**src/rtl/core/usc_pkg.sv**
```systemverilog
// Shared types, constants and helpers for the URI syntax checker.
// No dependencies; imported by every module of the block.
`default_nettype none

package usc_pkg;

   // parse phase codes
   localparam logic [3:0] PH_START  = 4'd0;
   localparam logic [3:0] PH_SCHEME = 4'd1;
   localparam logic [3:0] PH_AUTH   = 4'd2;
   localparam logic [3:0] PH_HOST   = 4'd3;
   localparam logic [3:0] PH_PORT   = 4'd4;
   localparam logic [3:0] PH_IPV6   = 4'd5;
   localparam logic [3:0] PH_SLASH  = 4'd6;
   localparam logic [3:0] PH_OK     = 4'd7;
   localparam logic [3:0] PH_ERR    = 4'd8;

   // component flag bit positions
   localparam int FL_SCHEME   = 0;
   localparam int FL_USERINFO = 1;
   localparam int FL_HOST     = 2;
   localparam int FL_PORT     = 3;

   // delimiter characters
   localparam logic [7:0] CH_SLASH  = 8'h2F;
   localparam logic [7:0] CH_LBRACK = 8'h5B;
   localparam logic [7:0] CH_RBRACK = 8'h5D;
   localparam logic [7:0] CH_COLON  = 8'h3A;
   localparam logic [7:0] CH_AT     = 8'h40;
   localparam logic [7:0] CH_QUEST  = 8'h3F;
   localparam logic [7:0] CH_HASH   = 8'h23;

   // allowed-character map for codes 0..127; bit n stands for byte n
   localparam logic [127:0] ALLOWED_MAP =
      {32'h47FF_FFFE, 32'hAFFF_FFFF, 32'hAFFF_FFFA, 32'h0000_0000};

   typedef struct packed {
      logic verdict;
      logic scheme_seen;
      logic userinfo_seen;
      logic host_seen;
      logic port_seen;
   } rsp_type;

   function automatic logic char_allowed(input logic [7:0] b);
      return !b[7] && ALLOWED_MAP[b[6:0]];
   endfunction

   function automatic logic is_term(input logic [7:0] b);
      return (b == CH_SLASH) || (b == CH_QUEST) || (b == CH_HASH);
   endfunction

   // phase after a byte in scheme-or-host, starting from cur
   function automatic logic [3:0] soh_next(input logic [3:0] cur, input logic [7:0] b);
      logic [3:0] nxt;
      nxt = cur;
      if (b == CH_COLON) begin
         nxt = PH_AUTH;
      end else if (b == CH_AT) begin
         nxt = PH_HOST;
      end else if (is_term(b)) begin
         nxt = PH_OK;
      end
      return nxt;
   endfunction

endpackage

`default_nettype wire

```
**src/rtl/core/usc_step.sv**
```systemverilog
// Per-byte next-state logic of the URI syntax checker.
// Depends on usc_pkg.
`default_nettype none

module usc_step
   import usc_pkg::*;
(
   input  wire logic [3:0] phase_cur,
   input  wire logic [3:0] flags_cur,
   input  wire logic [7:0] byte_value,
   input  wire logic       last_byte,
   output logic [3:0]      phase_nxt,
   output logic [3:0]      flags_nxt,
   output rsp_type         result
);

   logic [3:0] ph;
   logic [3:0] fl;

   always_comb begin
      ph = phase_cur;
      fl = flags_cur;
      if (phase_cur == PH_OK || phase_cur == PH_ERR) begin
         // ended early, hold until the last byte
      end else if (phase_cur == PH_SLASH) begin
         if (byte_value == CH_SLASH) begin
            fl[FL_SCHEME] = 1'b1;
            ph = PH_HOST;
         end else begin
            fl[FL_PORT] = 1'b1;
            ph = PH_OK;
         end
      end else if (!char_allowed(byte_value)) begin
         ph = PH_ERR;
      end else begin
         case (phase_cur)
            PH_START: begin
               if (byte_value == CH_SLASH) begin
                  ph = PH_OK;
               end else if (byte_value == CH_LBRACK) begin
                  ph = PH_IPV6;
                  fl[FL_HOST] = 1'b1;
               end else begin
                  fl[FL_HOST] = 1'b1;
                  ph = soh_next(PH_SCHEME, byte_value);
                  if (byte_value == CH_AT) fl[FL_USERINFO] = 1'b1;
               end
            end
            PH_SCHEME: begin
               ph = soh_next(PH_SCHEME, byte_value);
               if (byte_value == CH_AT) fl[FL_USERINFO] = 1'b1;
            end
            PH_AUTH: begin
               if (byte_value == CH_SLASH) begin
                  if (last_byte) begin
                     fl[FL_PORT] = 1'b1;
                     ph = PH_OK;
                  end else begin
                     ph = PH_SLASH;
                  end
               end else begin
                  fl[FL_PORT] = 1'b1;
                  ph = PH_PORT;
               end
            end
            PH_HOST: begin
               if (byte_value == CH_RBRACK) begin
                  ph = PH_ERR;
               end else if (byte_value == CH_AT) begin
                  fl[FL_USERINFO] = 1'b1;
               end else if (byte_value == CH_LBRACK) begin
                  ph = PH_IPV6;
               end else if (byte_value == CH_COLON) begin
                  fl[FL_PORT] = 1'b1;
                  ph = PH_PORT;
               end else if (is_term(byte_value)) begin
                  ph = PH_OK;
               end
            end
            PH_PORT: begin
               if (byte_value == CH_AT) begin
                  fl[FL_PORT] = 1'b0;
                  fl[FL_USERINFO] = 1'b1;
                  ph = PH_HOST;
               end else if (byte_value == CH_LBRACK || byte_value == CH_RBRACK ||
                            byte_value == CH_COLON) begin
                  ph = PH_ERR;
               end else if (is_term(byte_value)) begin
                  fl[FL_PORT] = 1'b1;
                  ph = PH_OK;
               end
            end
            PH_IPV6: begin
               if (byte_value == CH_RBRACK) begin
                  ph = PH_HOST;
               end else if (byte_value == CH_AT || byte_value == CH_LBRACK ||
                            is_term(byte_value)) begin
                  ph = PH_ERR;
               end
            end
            default: ph = PH_ERR;
         endcase
      end
   end

   always_comb begin
      result = '0;
      if (ph >= PH_ERR) begin
         result.verdict = 1'b1;
      end else begin
         result.scheme_seen   = fl[FL_SCHEME];
         result.userinfo_seen = fl[FL_USERINFO];
         result.host_seen     = fl[FL_HOST];
         result.port_seen     = fl[FL_PORT];
      end
      // a verdict returns the parser to its reset state
      if (last_byte) begin
         phase_nxt = PH_START;
         flags_nxt = '0;
      end else begin
         phase_nxt = ph;
         flags_nxt = fl;
      end
   end

endmodule

`default_nettype wire

```
**config.mk**
```make
export PLATFORM = sky130hd
export DESIGN_NAME = usc_step
export DESIGN_NICKNAME = d
export VERILOG_FILES = /design/src/rtl/core/usc_pkg.sv /design/src/rtl/core/usc_step.sv
export SDC_FILE = /design/constraint.sdc
export NUM_CORES = 1
export LEC_CHECK = 0
export ABC_AREA = 1
export ABC_CLOCK_PERIOD_IN_PS = 1750
export BUFFER_PORTS_ARGS = -buffer_cell sky130_fd_sc_hd__buf_4
export CAP_MARGIN = 10
export CORE_MARGIN = 2
export CORE_UTILIZATION = 32
export DETAILED_ROUTE_END_ITERATION = 8
export PLACE_DENSITY_LB_ADDON = 0.25
export SYNTH_ARGS = -nofsm -noshare
export SYNTH_HDL_FRONTEND = slang
export SYNTH_SLANG_ARGS = --single-unit
```
**constraint.sdc**
```tcl
create_clock -name vclk -period 1.75
set_clock_uncertainty 0.15 [all_clocks]
set_input_delay 0.0875 -clock vclk [all_inputs]
set_output_delay 0.0875 -clock vclk [all_outputs]
set_load 0.005 [all_outputs]
```
======== Yosys cells after proc, flatten, opt, wreduce, memory -nomap -nowiden ========
Memories as Yosys holds them, arrays and structs flattened.
Cells that the tools add are included.
W data, S select, Z words.
storage, ports and cells
  bits in registers ....................... 0
  bits in read-only memories .............. 128
  word-level logic and storage cells ...... 78
  memories kept ........................... 1
operators by class
  $lt $le $gt $ge ......................... 2
  equality and inequality tests ........... 15
  muxes and demuxes ....................... 49
  reductions and logical operators ........ 11
memory list
  name             depth  width  rd ports  clocked after memory_dff  wr ports  RTL line       RTL
  (no name shown)  128    1      1         0                         0         usc_pkg.sv:46  return !b[7] && ALLOWED_MAP[b[6:0]];
operators with widths
  operator              number
  $mux W4               20
  $eq A8 B6 Y1 const B  4
  $eq A8 B7 Y1 const B  3
  $pmux W4 S6           1
  $mux W1               20
  $eq A4 B3 Y1 const B  4
  $mux W3               4
  $eq A4 B2 Y1 const B  2
  $lt A7 B8 Y1 const B  1
  $logic_or A1 B1 Y1    7
  $pmux W1 S3           2
  $eq A4 B1 Y1 const B  1
  $eq A4 B4 Y1 const B  1
  $ge A4 B4 Y1 const B  1
  $logic_not A4 Y1      1
  $mux W2               2
  $reduce_or A2 Y1      1
  $logic_and A1 B1 Y1   1
  $logic_not A1 Y1      1

======== Depth between registers and ports, before layout ========
  word-level depth ........................ 14
  gate-level depth with buffers ........... 14
  depth with buffers taken out ............ 14

======== Worst setup path before layout ========
No wires, ideal clock.
  kind .................................... input-to-output
  from .................................... input byte_value[5]
  to ...................................... output result[0] (netlist name)
  arrival ................................. 1109 ps
  path slack .............................. 404 ps
  stages on the path ...................... 14
  path buffers ............................ 1
  cell sequence ........................... buf_6 > nand2_1 > nor2_2 > nand2_2 > inv_2 > nor2_4 > nand2_1 > inv_1 > nor2_1 > nor2_1 > nand3_1 > nand2_1 > inv_2 > nor2_1
RTL lines
  item                RTL line        RTL
  start: declaration  usc_step.sv:10  input wire logic [7:0] byte_value,
  end: declaration    usc_step.sv:14  output rsp_type result

==> reports/metrics.cfg <==
[global_routing]
grt_max_degree = 10
grt_pass1_vias = 1132
grt_pass1_wl_um = 4860
groute.usage.overall_pct = 17.8
antenna_found_initial = 0
overflow = 0

[route]
drt_iter0_markers = 49
wirelength_um = 2900
ant_nets = 0
drc = 0
drt_first_pass_iters = 4
wl_per_cell_um = 10.7
via_per_inst = 4.88
vias = 1328

[power]
seqPwrFrac_pct = 0
internal-power_mw = 0.0995
p_sw_mw = 0.121
clockPowerShare_pct = 0
peakVddDrop_uv = 112
combPwrFrac_pct = 100.0
power_mw = 0.220
p_sw_share_pct = 54.8
p_leak_nw = 0.737
powerDensity_mw_per_mm2 = 172

[finish]
seq_cell_count = 0
drive_above_1_share_pct = 31.0
diodes = 0
final_nets = 261
fin_area_sq_mm = 0.00128
seq_area_sq_um = 0
clock_buffers = 0
area_growth_pct = 46.5

[timing]
setup_viol = 0
max_freq_ghz = 0.602
final_max_slew_viol_count = 0
fin_hold_ws_ns = 0.329
period_share_pct = 95.0
tightest_slew_ns = 0.325
rsz0062_at_grt = yes
fin_crit_ns = 1.66
worst_slack_ns = 0.0876
slew_headroom_pct = 78.2
finalHoldViolCount = 0

[setup_path]
worstSetupPathType = in -> out
worst_ep_arrival_time_ns = 1.42
critPathLaunchType = input pin
end_kind = primary output
crit_required_ns = 1.51
startpoint = byte_value[2]
cp_max_fo = 5

[floorplanning]
fp.dieH_um = 56.2
core_area_sq_mm = 0.00252
rows = 18
start_util_pct = 34.6
die_area_sq_mm = 0.00316
io_pins = 30
die_x_um = 56.2

[worst_hold_path]
min_path_type = in -> out
hold_path_startpoint = flags_cur[2]

[synth]
synth_nets = 219
syn_avg_cell_area_sq_um = 4.32
syn_area_sq_um = 872
ys_warn_count = 0
synthCells = 202
ys_types = 20
seq_area_frac_synth_pct = 0

[placed_design]
place.gp.congestion = 0.981
io_buffers = 30
place_ws_ns = 0.0321
placed_area_sq_mm = 0.00119
dp_hpwl_um = 2390

[cts]
hold_buffers = 0

[job]
cap_violations = 0

[status]
status = completed

layer usage:
metal / track usage [%] / share of wire (%) / wire, um / up-vias
met2: 29.4 / 46 / 1330 / 36
met3: 0 / 6.4 / 186 / 0
met5: 0 / 0 / 0 / -
met1: 27.5 / 48 / 1390 / 582
met4: 0 / 0 / 0 / 0
li1: - / - / - / 710
final timing paths:
path	endpoint	slack, ns	depth (start not counted)
setup / recovery	result[2]	0.09	15
hold / removal	flags_nxt[2]	0.33	4
worst max-delay path, cell delays in order:
cell and delay [ns]:
buf_4 0.12, inv_2 0.07, buf_4 0.10, nand3_1 0.11
nor2_4 0.19, nor2_2 0.07, nand2_1 0.08, inv_1 0.04
nor2_1 0.08, nor2_1 0.05, nand3_1 0.08, nand2_2 0.06
inv_2 0.08, nor2_1 0.05, buf_4 0.14
final cells by class:
class | instances | area (sq um)
Fill cell | 279 | 1240
Multi-Input combinational cell | 164 | 790
Timing Repair Buffer | 42 | 315
Inverter | 36 | 135
Tap cell | 30 | 37.5
per-stage QoR:
| stage | setup TNS (ns) | utilization, % | cells |
|---|---|---|---|
| 2_1_floorplan | 0 | - | 202 |
| 3_3_place_gp | 0 | 47.1 | 269 |
| 3_5_place_dp | 0 | 47.1 | 269 |
| 4_1_cts | 0 | 47.1 | 269 |
| 5_1_grt | -0.101 | 50.6 | 272 |
| 6_report | 0 | 50.6 | 272 |
kinds of logic (layout without fill, tap and decap cells):
family          after synthesis  count (layout)  share of synthesized area (%)
simple gates                142             142                           68.9
buf+inv                      38              78                           17.2
compound gates               22              22                           13.9
what timing repair did:
item	CTS	global route
endpoints found under the setup margin	0	13
setup buffers	0	3
gates resized for setup	0	25
cell usage in the layout (no fill, tap or decap), drive strengths merged:
cell	Yosys	layout
a21oi	9	9
a31oi	1	1
buf	2	42
inv	36	36
nand2	62	62
nand3	20	20
nand4	3	3
nor2	50	50
nor3	6	6
o211ai	1	1
o21ai	8	8
o21bai	2	2
o31ai	1	1
or2	1	1
cell usage after synthesis:
master | count | area share [%]
nor2_1 | 46 | 20
or2_2 | 1 | 0.72
o211ai_1 | 1 | 0.86
buf_6 | 1 | 1.3
a21oi_1 | 9 | 5.2
o21ai_1 | 1 | 0.57
a31oi_1 | 1 | 0.72
nand3_1 | 20 | 11
o21bai_1 | 2 | 1.7
nor3_1 | 6 | 3.4
o31ai_1 | 1 | 0.86
inv_1 | 32 | 14
nand2_1 | 60 | 26
nor2_4 | 2 | 2.6
nand2_2 | 2 | 1.4
nand4_1 | 3 | 2.2
inv_2 | 4 | 1.7
o21ai_0 | 7 | 4.0
buf_1 | 1 | 0.43
nor2_2 | 2 | 1.4
power groups by stage:
stage	Combinational, mW	Clock (mW)	Sequential [mW]
after floorplan	0.107	0	0
after global placement	0.202	0	0
after detailed placement	0.201	0	0
after CTS	0.201	0	0
after global routing	0.248	0	0
final	0.220	0	0
Note: power is estimated with default switching activity, not from simulation.
